`config.mk`:
```
export PLATFORM = sky130hd
export DESIGN_NAME = scpu_alu
export DESIGN_NICKNAME = d
export VERILOG_FILES = /design/src/hdl/scpu_pkg.sv /design/src/hdl/scpu_alu.sv
export SDC_FILE = /design/constraint.sdc
export NUM_CORES = 1
export LEC_CHECK = 0
export BUFFER_PORTS_ARGS = -buffer_cell sky130_fd_sc_hd__buf_2
export CAP_MARGIN = 20
export CORE_UTILIZATION = 30
export DETAILED_ROUTE_END_ITERATION = 8
export MAX_ROUTING_LAYER = met4
export PLACE_DENSITY = 0.45
export SYNTH_ARGS = -nofsm -noshare
export SYNTH_HDL_FRONTEND = slang
export SYNTH_SLANG_ARGS = --single-unit
```
`constraint.sdc`:
```
create_clock -name vclk -period 12.3
set_input_delay 0.615 -clock vclk [all_inputs]
set_output_delay 0.615 -clock vclk [all_outputs]
set_load 0.02 [all_outputs]
```
`src/hdl/scpu_pkg.sv`:
```
`timescale 1ns / 1ps
`default_nettype none
// ----------------------------------------------------------------------------
// scpu_pkg
// Types, codes and small helper functions shared by the 16-bit CPU core.
// ----------------------------------------------------------------------------
package scpu_pkg;

	// Number of general registers A, B, C, X, Y, Z, I, J.
	localparam int REG_COUNT = 8;

	// Command codes on the input stream.
	typedef enum logic [1:0] {
		CMD_LOAD    = 2'd0,
		CMD_STEP    = 2'd1,
		CMD_READMEM = 2'd2,
		CMD_READREG = 2'd3
	} cmd_t;

	// Basic opcodes.
	typedef enum logic [3:0] {
		OP_NONBASIC = 4'h0,
		OP_SET      = 4'h1,
		OP_ADD      = 4'h2,
		OP_SUB      = 4'h3,
		OP_MUL      = 4'h4,
		OP_DIV      = 4'h5,
		OP_MOD      = 4'h6,
		OP_SHL      = 4'h7,
		OP_SHR      = 4'h8,
		OP_AND      = 4'h9,
		OP_BOR      = 4'ha,
		OP_XOR      = 4'hb,
		OP_IFE      = 4'hc,
		OP_IFN      = 4'hd,
		OP_IFG      = 4'he,
		OP_IFB      = 4'hf
	} op_t;

	// Non-basic opcode for JSR.
	localparam logic [5:0] NB_JSR = 6'h01;

	// Operand value codes.
	localparam logic [5:0] OV_REG_LAST  = 6'h07;
	localparam logic [5:0] OV_IND_LAST  = 6'h0f;
	localparam logic [5:0] OV_IDX_LAST  = 6'h17;
	localparam logic [5:0] OV_POP       = 6'h18;
	localparam logic [5:0] OV_PEEK      = 6'h19;
	localparam logic [5:0] OV_PUSH      = 6'h1a;
	localparam logic [5:0] OV_SP        = 6'h1b;
	localparam logic [5:0] OV_PC        = 6'h1c;
	localparam logic [5:0] OV_O         = 6'h1d;
	localparam logic [5:0] OV_NW_IND    = 6'h1e;
	localparam logic [5:0] OV_NW_LIT    = 6'h1f;
	localparam logic [5:0] OV_SHORT_LIT = 6'h20;

	// Register indexes for a register read command.
	localparam logic [15:0] RIDX_SP = 16'd8;
	localparam logic [15:0] RIDX_PC = 16'd9;
	localparam logic [15:0] RIDX_O  = 16'd10;

	localparam logic [15:0] HALT_PC = 16'hffff;

	// Kind of location an operand resolves to.
	typedef enum logic [2:0] {
		LK_REG,
		LK_MEM,
		LK_SP,
		LK_PC,
		LK_O,
		LK_LIT
	} loc_kind_t;

	// Resolved operand: register index, memory address or literal in val.
	typedef struct packed {
		loc_kind_t   kind;
		logic [15:0] val;
	} loc_t;

	// Result of the shared arithmetic unit.
	typedef struct packed {
		logic [15:0] r;
		logic [15:0] o;
		logic        o_we;
		logic        ok;
	} alu_res_t;

	// Status of the iterative divider.
	typedef struct packed {
		logic        done;
		logic [31:0] quot;
		logic [15:0] rem;
	} div_res_t;

	// States of the core sequencer.
	typedef enum logic [4:0] {
		ST_CLEAR,
		ST_IDLE,
		ST_MEMRD_WAIT,
		ST_FETCH_WAIT,
		ST_DECODE,
		ST_OPND,
		ST_NW_WAIT,
		ST_READ_B,
		ST_READ_B_WAIT,
		ST_READ_A,
		ST_READ_A_WAIT,
		ST_EXEC,
		ST_DIV_WAIT,
		ST_WRITE,
		ST_SKIP_WAIT,
		ST_JSR,
		ST_RESULT
	} st_t;

	// True when an operand code consumes a next word.
	function automatic logic uses_next(input logic [5:0] v);
		logic r;
		r = (v > OV_IND_LAST && v <= OV_IDX_LAST) || v == OV_NW_IND || v == OV_NW_LIT;
		return r;
	endfunction

	// Number of words an instruction occupies.
	function automatic logic [1:0] instr_words(input logic [15:0] w);
		logic [1:0] n;
		n = 2'd1;
		if (w[3:0] == OP_NONBASIC) begin
			if (uses_next(w[15:10]))
				n = 2'd2;
		end else begin
			if (uses_next(w[9:4]))
				n = n + 2'd1;
			if (uses_next(w[15:10]))
				n = n + 2'd1;
		end
		return n;
	endfunction

	// Base cycle cost of a basic opcode.
	function automatic logic [2:0] base_cycles(input logic [3:0] op);
		logic [2:0] c;
		case (op)
			OP_SET, OP_AND, OP_BOR, OP_XOR: c = 3'd1;
			OP_DIV, OP_MOD:                 c = 3'd3;
			OP_NONBASIC:                    c = 3'd0;
			default:                        c = 3'd2;
		endcase
		return c;
	endfunction

endpackage
`default_nettype wire

```
`src/hdl/scpu_alu.sv`:
```
`timescale 1ns / 1ps
`default_nettype none
// ----------------------------------------------------------------------------
// scpu_alu
// Shared arithmetic, shift, logic and compare unit of the CPU core.
// ----------------------------------------------------------------------------
module scpu_alu
	import scpu_pkg::*;
(
	input  wire logic [3:0]  op,
	input  wire logic [15:0] x,
	input  wire logic [15:0] y,
	output alu_res_t         res
);

	logic [16:0] sum;
	logic [31:0] prod;
	logic [47:0] shl;
	logic [31:0] shr;

	always_comb begin
		sum  = {1'b0, x} + {1'b0, y};
		prod = x * y;
		shl  = (y < 16'd32) ? ({32'd0, x} << y[4:0]) : 48'd0;
		shr  = (y < 16'd32) ? ({x, 16'd0} >> y[4:0]) : 32'd0;
	end

	// Result, overflow word and test outcome for each opcode.
	always_comb begin
		res = '0;
		case (op)
			OP_SET: res.r = y;
			OP_ADD: begin
				res.r    = sum[15:0];
				res.o    = {15'd0, sum[16]};
				res.o_we = 1'b1;
			end
			OP_SUB: begin
				res.r    = x - y;
				res.o    = (x < y) ? 16'hffff : 16'd0;
				res.o_we = 1'b1;
			end
			OP_MUL: begin
				res.r    = prod[15:0];
				res.o    = prod[31:16];
				res.o_we = 1'b1;
			end
			// Division by zero; nonzero divisors go to the divider.
			OP_DIV: res.o_we = 1'b1;
			OP_MOD: res.r = 16'd0;
			OP_SHL: begin
				res.r    = shl[15:0];
				res.o    = shl[31:16];
				res.o_we = 1'b1;
			end
			OP_SHR: begin
				res.r    = (y < 16'd16) ? (x >> y[3:0]) : 16'd0;
				res.o    = shr[15:0];
				res.o_we = 1'b1;
			end
			OP_AND: res.r = x & y;
			OP_BOR: res.r = x | y;
			OP_XOR: res.r = x ^ y;
			OP_IFE: res.ok = (x == y);
			OP_IFN: res.ok = (x != y);
			OP_IFG: res.ok = (x > y);
			OP_IFB: res.ok = ((x & y) != 16'd0);
			default: res = '0;
		endcase
	end

endmodule
`default_nettype wire

```
# After elaboration in Yosys (flattened, before gate mapping)
# Index checks and enable logic that the tools add are counted.
# totals
ff_bits	0
output_inout_bits	34
wordCells	39
# op_classes
addsub	2
n_mul	1
magnitude_cmp	4
n_eq_ne	16
n_shift	3
mux	8
bitwise	3
n_reduce_logical	2
# ops
cell	n
$pmux 16 s9	1
$pmux 16 s5	1
$mux 16	3
$eq 4x4->1 const B	8
$mul 16x16->32	1
$mux 32	1
$shl 16x5->32	1
$shr 32x5->16	1
$add 16x16->17	1
$and 16x16->16	1
$eq 16x16->1	1
$gt 16x16->1	1
$lt 16x16->1	1
$lt 16x5->1 const B	1
$lt 16x6->1 const B	1
$ne 16x16->1	1
$or 16x16->16	1
$reduce_bool 16->1	1
$shr 16x4->16	1
$sub 16x16->16	1
$xor 16x16->16	1
$eq 4x3->1 const B	3
$eq 4x2->1 const B	2
$reduce_or 6->1	1
3 further kinds	3

# Longest topological paths before layout
# logic_depth
word_depth	3
ltp_mapped	26
mapped_depth_nobuf	24

# Worst setup path after synthesis
# No wires, ideal clock.
# synth_timing
path_type	input -> output
start	in y[2]
end	out res[16] in the netlist's numbering
t_arrival_ns	7.150
required_time_ns	11.685
slack_ns	4.535
cell_stages	24
path_buffers	4
path_cell_list	clkbuf_1 buf_1 clkbuf_1 buf_1 nand2_1 fa_1 fa_1 fa_1 fa_1 inv_1 fa_1 inv_1 fa_1 inv_1 ha_1 a21o_1 a21o_1 a21oi_2 o211ai_1 a221oi_2 o211ai_1 a31oi_1 xor2_1 o21ai_0
# synth_rtl
element	line_no	source
start: declaration	scpu_alu.sv:12	input wire logic [15:0] y,
end: declaration	scpu_alu.sv:13	output alu_res_t res

==> flow_metrics.env <==
export IMPL_run_status="complete, no violations"
export IMPL_holdPathEnd="res[0]"
export IMPL_timing_final_crit_share_pct=66.2
export IMPL_worst_setup_path_startpoint="x[5]"
export IMPL_die_area_um2=43800
export IMPL_postRouteWirelength_um=56400
export IMPL_grt_remaining_overflow=0
export IMPL_rsz_0062_raised_after_global_routing="no"
export IMPL_design_seq_count=0
export IMPL_timing_critical_path_arrival_ps=7530
export IMPL_syn_cell_area_um2=12900
export IMPL_post_synth_num_cell_types=87
export IMPL_grt_start_max_net_pins=54
export IMPL_drt_iter0_drc=1103
export IMPL_netlist_area_leader_share_pct=30.4
export IMPL_most_area_hungry_cell_type_in_the_yosys_netlist="sky130_fd_sc_hd__fa_1"
export IMPL_drt_vias_per_instance=5.63
export IMPL_worst_slew_pin_transition_ps=1110
export IMPL_drtPass1Iterations=5
export IMPL_boundaryPins=70
export IMPL_post_route_cells_drive_above_1_share_pct=8.99
export IMPL_maxSlewHeadroom_pct=25.8
export IMPL_routed_via_count=12553
export IMPL_timing_setup_tns_ps=0
export IMPL_cp_start_kind="primary input"
export IMPL_n_clock_buffer=0
export IMPL_global_route_wire_length_before_repair_um=84000
export IMPL_hold_start="op[2]"
export IMPL_die_y_um=209
export IMPL_max_clock_freq_mhz=123
export IMPL_antenna_left=0
export IMPL_dpl_hpwl_um=43900
export IMPL_antenna_found_initial=1
export IMPL_critical_path_max_stage_delay_ps=620
export IMPL_port_buffers=70
export IMPL_hold_crit_class="primary input to output port"
export IMPL_finalInstanceArea_um2=13700
export IMPL_path_cells="buf_2 -> clkinv_1 -> nor2_1 -> fa_1 -> inv_1 -> fa_1 -> fa_1 -> fa_1 -> inv_1 -> fa_1 -> inv_1 -> fa_1 -> inv_1 -> ha_1 -> a21o_1 -> a21o_1 -> a21oi_2 -> o211ai_1 -> a221oi_2 -> o211ai_1 -> a31oi_1 -> xor2_1 -> o21ai_0 -> buf_2"
export IMPL_seq_area_um2=0
export IMPL_cts_resized=0
export IMPL_design_core_area_um2=42100
export IMPL_gr_usage_all_layers_pct=26.6
export IMPL_synth_top_cells_by_area="sky130_fd_sc_hd__fa_1, sky130_fd_sc_hd__ha_1, sky130_fd_sc_hd__inv_1, sky130_fd_sc_hd__nor2_1, sky130_fd_sc_hd__nand2_1"
export IMPL_synthesis_yosys_warnings=0
export IMPL_placementRows=75
export IMPL_critical_path_slowest_cell="sky130_fd_sc_hd__a221oi_2"
export IMPL_first_global_vias=12743
export IMPL_wl_per_cell_um=25.3
export IMPL_worstPathRequired_ps=11690
export IMPL_cts_hold_fix_buffers=0
export IMPL_finalWeightedCongestion=0.944
export IMPL_cts_repair_timing_setup_buffer_count=0
export IMPL_criticalPathCategory="primary input to output port"
export IMPL_syn_inst=1694
export IMPL_timing_max_cap_violations=0
export IMPL_post_synth_most_frequent_cells="sky130_fd_sc_hd__inv_1, sky130_fd_sc_hd__nor2_1, sky130_fd_sc_hd__nand2_1, sky130_fd_sc_hd__fa_1, sky130_fd_sc_hd__ha_1"
export IMPL_yosysSeqAreaShare_pct=0
export IMPL_syn_nets=2079
export IMPL_period_minus_slack_ps=8150
export IMPL_crit_path_max_fanout=15
export IMPL_chipWidth_um=209
export IMPL_setup_viol=0
export IMPL_cp_common_cell="sky130_fd_sc_hd__fa_1"
export IMPL_holdPathStages=4
export IMPL_critPathCaptureType="output port"
export IMPL_post_route_drc_count=0
export IMPL_synthesis_area_per_instance_um2=7.61
export IMPL_hold_violations=0
export IMPL_post_dp_cell_area_um2=13700
export IMPL_num_nets_final=2077
export IMPL_slew_violations=0
export IMPL_floorplan_initialDensity_pct=30.6
export IMPL_synth_most_common_cell="sky130_fd_sc_hd__inv_1"
export IMPL_syn_to_final_growth_pct=6.13
[stage by stage]
stage	instances	worst slack (ps)	hold WS (ps)	utilization, %
finish	2230	4150	1740	32.5
global route	2230	3870	1760	32.5
CTS	2229	4160	1720	32.5
detailed placement	2229	4170	1720	32.5
global placement	2229	4280	1720	32.5
floorplan	1694	4530	1510	-
[how the worst max path moves through the flow]
stage                         end  slack [ps]  depth (start not counted)
final                     res[16]        4150                         24
after global routing      res[16]        3870                         25
after floorplan           res[16]        4530                         24
after global placement     res[8]        4280                         24
after detailed placement   res[8]        4170                         23
after CTS                  res[8]        4160                         23
[cell families (layout without fill, tap and decap cells)]
family / after synthesis / count (layout) / synth area share [%]
buffers and inverters: 385 / 381 / 11.6
adders and majority gates: 349 / 349 / 45.3
muxes: 42 / 42 / 4.22
xor gates and xnor gates: 29 / 29 / 1.97
AOI/OAI and AO/OA: 369 / 369 / 19.6
other: 0 / 1 / 0
and+or+nand+nor: 520 / 520 / 17.3
[metal layers]
metal | GRT usage [%] | wire length (um)
met4 | 8.34 | 2140
met1 | 36.0 | 25100
met3 | 4.95 | 4450
met2 | 40.0 | 24700
met5 | - | 0
[critical path, delay by kind of cell]
family | cells | cell delay (ps)
XOR/XNOR | 1 | 80
AO/OA/AOI/OAI | 8 | 1970
AND/OR/NAND/NOR | 1 | 260
adder cells (fa/ha/maj) | 7 | 3190
buffers and inverters | 7 | 1370
[cells in the final DEF, fill, tap and decap left out, types with 18 or more instances in the layout]
cell type	Yosys	layout
sky130_fd_sc_hd__o211ai_1	20	20
sky130_fd_sc_hd__xnor2_1	18	18
sky130_fd_sc_hd__a21o_1	18	18
sky130_fd_sc_hd__nor2_1	210	210
sky130_fd_sc_hd__o22ai_1	21	21
sky130_fd_sc_hd__buf_2	13	70
sky130_fd_sc_hd__inv_1	276	276
sky130_fd_sc_hd__nand2_1	205	205
sky130_fd_sc_hd__ha_1	153	153
sky130_fd_sc_hd__buf_4	4	21
sky130_fd_sc_hd__a211oi_1	18	18
sky130_fd_sc_hd__fa_1	196	196
sky130_fd_sc_hd__a21oi_1	100	100
sky130_fd_sc_hd__o21ai_0	62	62
sky130_fd_sc_hd__mux2i_1	27	27
[area by class of cell]
type	instances	area, um^2
timing repair buffer	91	508
inverter	290	1090
antenna	1	2.50
multi-input combinational	1309	11400
tap	539	674
fill	4635	28500
