## config.mk

```make
export PLATFORM = sky130hd
export DESIGN_NAME = scpu_div
export DESIGN_NICKNAME = d
export VERILOG_FILES = /design/src/hdl/scpu_pkg.sv /design/src/hdl/scpu_div.sv
export SDC_FILE = /design/constraint.sdc
export NUM_CORES = 1
export LEC_CHECK = 0
export CAP_MARGIN = 0
export CORE_MARGIN = 3
export CORE_UTILIZATION = 62
export DETAILED_ROUTE_END_ITERATION = 12
export DONT_BUFFER_PORTS = 1
export PLACE_DENSITY_LB_ADDON = 0.25
export SLEW_MARGIN = 20
export SYNTH_ARGS = -nofsm -noshare
export SYNTH_HDL_FRONTEND = slang
export SYNTH_SLANG_ARGS = --single-unit
export TNS_END_PERCENT = 100
```

## constraint.sdc

```tcl
create_clock -name clk -period 3.5 [get_ports clk]
set_input_delay 0.175 -clock clk [delete_from_list [all_inputs] [get_ports clk]]
set_output_delay 0.175 -clock clk [all_outputs]
set_load 0.1 [all_outputs]
```

## src/hdl/scpu_pkg.sv

```systemverilog
`timescale 1ns / 1ps
`default_nettype none
// ----------------------------------------------------------------------------
// scpu_pkg
// Types, codes and small helper functions shared by the 16-bit CPU core.
// ----------------------------------------------------------------------------
package scpu_pkg;

	// Number of general registers A, B, C, X, Y, Z, I, J.
	localparam int REG_COUNT = 8;

	// Command codes on the input stream.
	typedef enum logic [1:0] {
		CMD_LOAD    = 2'd0,
		CMD_STEP    = 2'd1,
		CMD_READMEM = 2'd2,
		CMD_READREG = 2'd3
	} cmd_t;

	// Basic opcodes.
	typedef enum logic [3:0] {
		OP_NONBASIC = 4'h0,
		OP_SET      = 4'h1,
		OP_ADD      = 4'h2,
		OP_SUB      = 4'h3,
		OP_MUL      = 4'h4,
		OP_DIV      = 4'h5,
		OP_MOD      = 4'h6,
		OP_SHL      = 4'h7,
		OP_SHR      = 4'h8,
		OP_AND      = 4'h9,
		OP_BOR      = 4'ha,
		OP_XOR      = 4'hb,
		OP_IFE      = 4'hc,
		OP_IFN      = 4'hd,
		OP_IFG      = 4'he,
		OP_IFB      = 4'hf
	} op_t;

	// Non-basic opcode for JSR.
	localparam logic [5:0] NB_JSR = 6'h01;

	// Operand value codes.
	localparam logic [5:0] OV_REG_LAST  = 6'h07;
	localparam logic [5:0] OV_IND_LAST  = 6'h0f;
	localparam logic [5:0] OV_IDX_LAST  = 6'h17;
	localparam logic [5:0] OV_POP       = 6'h18;
	localparam logic [5:0] OV_PEEK      = 6'h19;
	localparam logic [5:0] OV_PUSH      = 6'h1a;
	localparam logic [5:0] OV_SP        = 6'h1b;
	localparam logic [5:0] OV_PC        = 6'h1c;
	localparam logic [5:0] OV_O         = 6'h1d;
	localparam logic [5:0] OV_NW_IND    = 6'h1e;
	localparam logic [5:0] OV_NW_LIT    = 6'h1f;
	localparam logic [5:0] OV_SHORT_LIT = 6'h20;

	// Register indexes for a register read command.
	localparam logic [15:0] RIDX_SP = 16'd8;
	localparam logic [15:0] RIDX_PC = 16'd9;
	localparam logic [15:0] RIDX_O  = 16'd10;

	localparam logic [15:0] HALT_PC = 16'hffff;

	// Kind of location an operand resolves to.
	typedef enum logic [2:0] {
		LK_REG,
		LK_MEM,
		LK_SP,
		LK_PC,
		LK_O,
		LK_LIT
	} loc_kind_t;

	// Resolved operand: register index, memory address or literal in val.
	typedef struct packed {
		loc_kind_t   kind;
		logic [15:0] val;
	} loc_t;

	// Result of the shared arithmetic unit.
	typedef struct packed {
		logic [15:0] r;
		logic [15:0] o;
		logic        o_we;
		logic        ok;
	} alu_res_t;

	// Status of the iterative divider.
	typedef struct packed {
		logic        done;
		logic [31:0] quot;
		logic [15:0] rem;
	} div_res_t;

	// States of the core sequencer.
	typedef enum logic [4:0] {
		ST_CLEAR,
		ST_IDLE,
		ST_MEMRD_WAIT,
		ST_FETCH_WAIT,
		ST_DECODE,
		ST_OPND,
		ST_NW_WAIT,
		ST_READ_B,
		ST_READ_B_WAIT,
		ST_READ_A,
		ST_READ_A_WAIT,
		ST_EXEC,
		ST_DIV_WAIT,
		ST_WRITE,
		ST_SKIP_WAIT,
		ST_JSR,
		ST_RESULT
	} st_t;

	// True when an operand code consumes a next word.
	function automatic logic uses_next(input logic [5:0] v);
		logic r;
		r = (v > OV_IND_LAST && v <= OV_IDX_LAST) || v == OV_NW_IND || v == OV_NW_LIT;
		return r;
	endfunction

	// Number of words an instruction occupies.
	function automatic logic [1:0] instr_words(input logic [15:0] w);
		logic [1:0] n;
		n = 2'd1;
		if (w[3:0] == OP_NONBASIC) begin
			if (uses_next(w[15:10]))
				n = 2'd2;
		end else begin
			if (uses_next(w[9:4]))
				n = n + 2'd1;
			if (uses_next(w[15:10]))
				n = n + 2'd1;
		end
		return n;
	endfunction

	// Base cycle cost of a basic opcode.
	function automatic logic [2:0] base_cycles(input logic [3:0] op);
		logic [2:0] c;
		case (op)
			OP_SET, OP_AND, OP_BOR, OP_XOR: c = 3'd1;
			OP_DIV, OP_MOD:                 c = 3'd3;
			OP_NONBASIC:                    c = 3'd0;
			default:                        c = 3'd2;
		endcase
		return c;
	endfunction

endpackage
`default_nettype wire

```

## src/hdl/scpu_div.sv

```systemverilog
`timescale 1ns / 1ps
`default_nettype none
// ----------------------------------------------------------------------------
// scpu_div
// Radix-2 restoring divider of {x, 16'h0} by y, one quotient bit per cycle.
// The partial remainder after the upper sixteen bits is x mod y.
// ----------------------------------------------------------------------------
module scpu_div
	import scpu_pkg::*;
(
	input  wire logic        clk,
	input  wire logic        arst_n,
	input  wire logic        start,
	input  wire logic [15:0] x,
	input  wire logic [15:0] y,
	output div_res_t         res
);

	logic        busy_q;
	logic        done_q;
	logic [4:0]  cnt_q;
	logic [15:0] rem_q;
	logic [15:0] mod_q;
	logic [15:0] dsr_q;
	logic [31:0] dvd_q;
	logic [16:0] trial;
	logic        fits;
	logic [15:0] rem_next;

	// One restoring step.
	always_comb begin
		trial    = {rem_q, dvd_q[31]};
		fits     = trial >= {1'b0, dsr_q};
		rem_next = fits ? 16'(trial - {1'b0, dsr_q}) : trial[15:0];
	end

	// Control of the iteration.
	always_ff @(posedge clk or negedge arst_n) begin
		if (!arst_n) begin
			busy_q <= 1'b0;
			done_q <= 1'b0;
			cnt_q  <= '0;
		end else begin
			done_q <= 1'b0;
			if (start) begin
				busy_q <= 1'b1;
				cnt_q  <= '0;
			end else if (busy_q) begin
				cnt_q <= cnt_q + 5'd1;
				if (&cnt_q) begin
					busy_q <= 1'b0;
					done_q <= 1'b1;
				end
			end
		end
	end

	// Datapath: the dividend register fills with quotient bits from below.
	always_ff @(posedge clk) begin
		if (start) begin
			rem_q <= '0;
			dsr_q <= y;
			dvd_q <= {x, 16'd0};
		end else if (busy_q) begin
			rem_q <= rem_next;
			dvd_q <= {dvd_q[30:0], fits};
			if (cnt_q == 5'd15)
				mod_q <= rem_next;
		end
	end

	assign res.done = done_q;
	assign res.quot = dvd_q;
	assign res.rem  = mod_q;

endmodule
`default_nettype wire

```

Word level (Yosys, flattened, before mapping)
Cells that the tools add are included.
- register bits: 87
- input port bits: 35
- $add $sub $neg: 2
- reduce and logical (&&, ||, !) cells: 3
- bitwise operators: 1
- multiplexer cells: 11
- equality and inequality tests: 1
- magnitude comparators: 1
- operator list (kind ; count):
    two-way mux 32 bit ; 2
    >= comparator 17 x 16 -> 1 bit ; 1
    two-way mux 16 bit ; 1
    subtractor 16 bit ; 1
    two-way mux 5 bit ; 2
    two-way mux 1 bit ; 6
    adder 5 x 1 -> 5 bit (second input constant) ; 1
    == test 5 x 4 -> 1 bit (second input constant) ; 1
    AND reduction 5 bit ; 1
    AND reduction 3 bit ; 1
    nonzero test 2 bit ; 1
    inverter 1 bit ; 1

Longest topological paths before layout
- depth after elaboration: 4
- mapped depth: 10
- mapped depth without buffers: 10

Least setup slack after synthesis
Ideal clock, no wire load.
- path type: reg-to-reg
- start point: reg dvd_q[31]
- end point: reg rem_q[10]
- data required time: 3.383 ns
- period minus slack after synthesis: 3.074 ns
- path slack: 0.426 ns
- data arrival time: 2.957 ns
- setup time: 0.117 ns
- stages on the path, launching flop included: 11
- path through: edfxtp_1 -> inv_1 -> ha_1 -> fa_1 -> nor2b_1 -> o21bai_1 -> a31oi_1 -> a31o_2 -> xor2_1 -> mux2_2 -> a22o_1
- word-level cells in the longest chain between the ends: 2
- elaborated cells on any way between the ends: 3
- those cells by class: add/sub (1); order compare (1); mux (1)
- RTL lines (what ; RTL line ; text):
    from (decl) ; scpu_div.sv:25 ; logic [31:0] dvd_q;
    from (signal assigned) ; scpu_div.sv:63 ; dvd_q <= {x, 16'd0};
    from (signal assigned) ; scpu_div.sv:66 ; dvd_q <= {dvd_q[30:0], fits};
    subtractor 16 bit / >= comparator 17 x 16 -> 1 bit (equally long branches) ; scpu_div.sv:34, scpu_div.sv:33 ;
    two-way mux 16 bit (*) ; scpu_div.sv:34 ; rem_next = fits ? 16'(trial - {1'b0, dsr_q}) : trial[15:0];
    named net rem_next[10] ; scpu_div.sv:28 ; logic [15:0] rem_next;
    to (signal assigned) ; scpu_div.sv:65 ; rem_q <= rem_next;
    to (decl) ; scpu_div.sv:22 ; logic [15:0] rem_q;
The timed path passes the listed nets; every way through them passes the cells marked *.
A chain may end at the register's enable or synchronous reset.

Final worst setup path
- start point: reg dsr_q[9]
- end point: reg rem_q[5]
- word-level cells in the longest chain between the ends: 2
- RTL lines (what ; RTL line ; text):
    from (decl) ; scpu_div.sv:24 ; logic [15:0] dsr_q;
    from (signal assigned) ; scpu_div.sv:62 ; dsr_q <= y;
    >= comparator 17 x 16 -> 1 bit ; scpu_div.sv:33 ; fits = trial >= {1'b0, dsr_q};
    two-way mux 16 bit ; scpu_div.sv:34 ;
    named net rem_next[5] ; scpu_div.sv:28 ;
The timed path passes the listed nets, and every way through them passes these cells.

==> summary.txt <==
Status = finished clean
Most common cell after layout, fill and taps aside = nor2_1
Worst clock skew = 0.0112 ns
Crit. End Element = register
Tmin final = 2.85 ns
Crit path launch = dsr_q[9]$_DFFE_PP_
Fin nets = 455
Critical path's slowest cell = a21oi_4
Synth Area in Compound Gates = 14.2%
Top delay family on crit path = simple AND/OR/NAND/NOR gates
Worst Max-Slew Pin Slew = 1.03 ns
Post-synth top flop = edfxtp_1
FMAX = 351 MHz
DRT Wirelength = 8690 um
Buf/Inv on CP = 1
Largest family of logic cells by synthesized area = compound AO/OA/AOI/OAI gates
Remaining antenna violation count after routing = 0
IO Pins = 84
Total GRT Usage = 23.9%
Hold path start = x[0]
Mapped Nets = 441
Post-synthesis mux area share = 6.61%
Per-cell routed wire length = 18.0 um
Root Driver = clkbuf_8
CP peak stage delay = 0.54 ns
Starting Density = 65.4%
Arr. time, crit path = 3.09 ns
Most used cells in the layout excluding fill and tap cells = nor2_1, edfxtp_1, dfxtp_1
Adder-Cell Fraction of Synth Area = 6.11%
Ant. Diodes = 0
RD Place Congestion = 0.937
Register area share after synthesis = 53.5%
Final setup fails = 0
Slew Limit Fails = 0
Worst setup path class = reg -> reg
Die height = 88.5 um
Via count = 2963
Static Leak = 2.10 nW
Worst-Skew Late Latency = 0.35 ns
Total Die Area = 7830 um2
CTS tree = built
Synth-to-layout area growth = 10.2%
Post-synth EDFFs = 48
Cell Chain, Critical Path = inv_1 > ha_1 > nand4_1 > nor4_2 > nor4_4 > a21oi_4 > mux2_2 > o211a_1
Critical R2R Launch = dsr_q[9]$_DFFE_PP_
# Post-CTS Setup Buffers = 0
H-Tree Depth = 3
Synth Instances = 386
Initial antenna violation count = 0
DR pass1 iterations = 5
Seq cells post-synth = 87
Gr ovfl total = 0
Clock buffer depth = 2
CP required = 3.74 ns
Worst Hold Class = in -> reg
Worst slew margin = 31.2%
Port buffer count = 0
CP max FO = 17
Reg clk slew, reported paths = 0.09 ns
Die Wd = 88.5 um
Total Neg Setup Slack = 0 ns
Largest net degree at the start of global routing = 46
Peak VDD IR = 401 uV
Core Area = 6460 um2
Maximum Capacitance Violations = 0
Synth unique cells = 53
Dpl hpwl = 5890 um
Final Hold Fails = 0
Final worst-path cycle share = 81.3%
Sink Count = 87
Total CTS buffers = 9
Dpl cells = 448
Fillers = 473
RSZ-0062 raised after global routing = no
Ys async rst share = 8.05%
Rows = 29
Cell Count, Final, Fillers Out = 482
Share of post-route cells with drive strength above 1 = 9.38%
Violation count after the first detailed-route iteration = 155
Number of remaining DRC errors = 0
CP Launch Type = register
Xor/xnor cell area share of the yosys netlist = 2.70%
Vias in the first global route = 2933
Pwr Density = 455 nW/um2
Global-route wire length before repair = 14200 um
Cell Area, Synth = 4220 um2
Syn avg cell area = 10.9 um2
Synth warn = 0
Simple-Gate Fraction of Synth Area = 12.6%
Avg Vias per Cell = 6.15
[report_power, final]
group,leakage (nW),internal (W),switching [W]
registers,0.835,0.00112,0.000134
logic,1.16,0.0000802,0.000100
clock network,0.106,0.000330,0.000358
total,2.10,0.00153,0.000592
[registers in the layout, summed over array words and instances, names as in the netlist]
register and cells:
rem_q 16, dsr_q 16, cnt_q 5, busy_q 1, done_q 1, dvd_q 32, mod_q 16
[through the flow]
| step | util [%] | area [um2] | total power, W | worst slack (ns) | hold slack (ns) |
|---|---|---|---|---|---|
| 6_report | 72.0 | 4650 | 0.00212 | 0.653 | 0.0248 |
| 5_1_grt | 72.0 | 4650 | 0.00220 | 0.479 | 0.0130 |
| 4_1_cts | 72.0 | 4650 | 0.00213 | 0.659 | 0.00924 |
| 3_5_place_dp | 66.0 | 4260 | 0.00142 | 0.696 | -0.120 |
| 3_3_place_gp | 66.0 | 4260 | 0.00142 | 0.769 | -0.120 |
| 2_1_floorplan | - | 4220 | 0.00140 | 0.426 | -0.121 |
[repair_timing]
item,CTS,global route
gates resized for setup,0,0
hold buffers,18,0
hold endpoints to repair,68,0
setup endpoints to repair,0,0
[Yosys cell counts, drive strengths merged (2+ instances only)]
cell type | n | area [um2]
buf | 6 | 36.3
nand4 | 6 | 37.5
inv | 26 | 97.6
mux2i | 17 | 170
nor2 | 49 | 184
clkbuf | 13 | 48.8
mux2 | 9 | 109
a21o | 4 | 30.0
a21oi | 13 | 76.3
and3 | 5 | 31.3
xor2 | 6 | 52.6
o311ai | 2 | 17.5
xnor2 | 7 | 61.3
o21ai | 10 | 50.1
edfxtp | 48 | 1440
o211a | 4 | 40.0
nor4 | 2 | 33.8
o21a | 5 | 37.5
nand2 | 29 | 109
o31ai | 3 | 22.5
ha | 19 | 238
dfrtp | 7 | 175
dfxtp | 32 | 641
nand3 | 7 | 35.0
a22o | 17 | 149
o21bai | 3 | 22.5
a311oi | 3 | 26.3
a211o | 2 | 17.5
nand2b | 3 | 18.8
nor2b | 4 | 25.0
or2 | 4 | 25.0
nor3 | 4 | 20.0
a31oi | 4 | 25.0
[final cells by class]
type | instances | area [um2] | area share, %
clock buffer | 12 | 168 | 3.61
clock inverter | 4 | 30.0 | 0.646
inverter | 26 | 97.6 | 2.10
multi-input combinational | 254 | 1780 | 38.3
sequential | 87 | 2260 | 48.5
tap | 77 | 96.3 | 2.07
timing repair buffer | 22 | 220 | 4.73
[cells by family (layout without fill, tap and decap cells)]
logic type	Yosys count	after routing
xor+xnor	13	13
buf+inv	45	64
mux	26	26
simple gates	115	115
flops	87	87
fa+ha+maj	20	20
compound gates	80	80
[per-layer routing]
metal  vias to the layer above  part of all wire, %  track usage, %
li1                       1417                    -               -
met1                      1415                   42            30.0
met2                       119                   49            38.4
met3                        12                  7.8            8.29
met4                         0                  1.1            8.79
met5                         -                    0               0
[path summary, 6_finish.rpt]
kind                       depth (start not counted)                     to  slack [ns]
hold reg to reg                                    2  rem_q[9]$_SDFFE_PP0P_        0.51
setup reg to reg                                   8  rem_q[5]$_SDFFE_PP0P_        0.65
min in group asynchronous                          1   cnt_q[2]$_DFFE_PN0P_        0.15
max in group asynchronous                          1   cnt_q[0]$_DFFE_PN0P_        3.11
setup / recovery                                   8  rem_q[5]$_SDFFE_PP0P_        0.65
hold / removal                                     2    dvd_q[16]$_DFFE_PP_        0.02
Note: power is estimated with default switching activity, not from simulation.
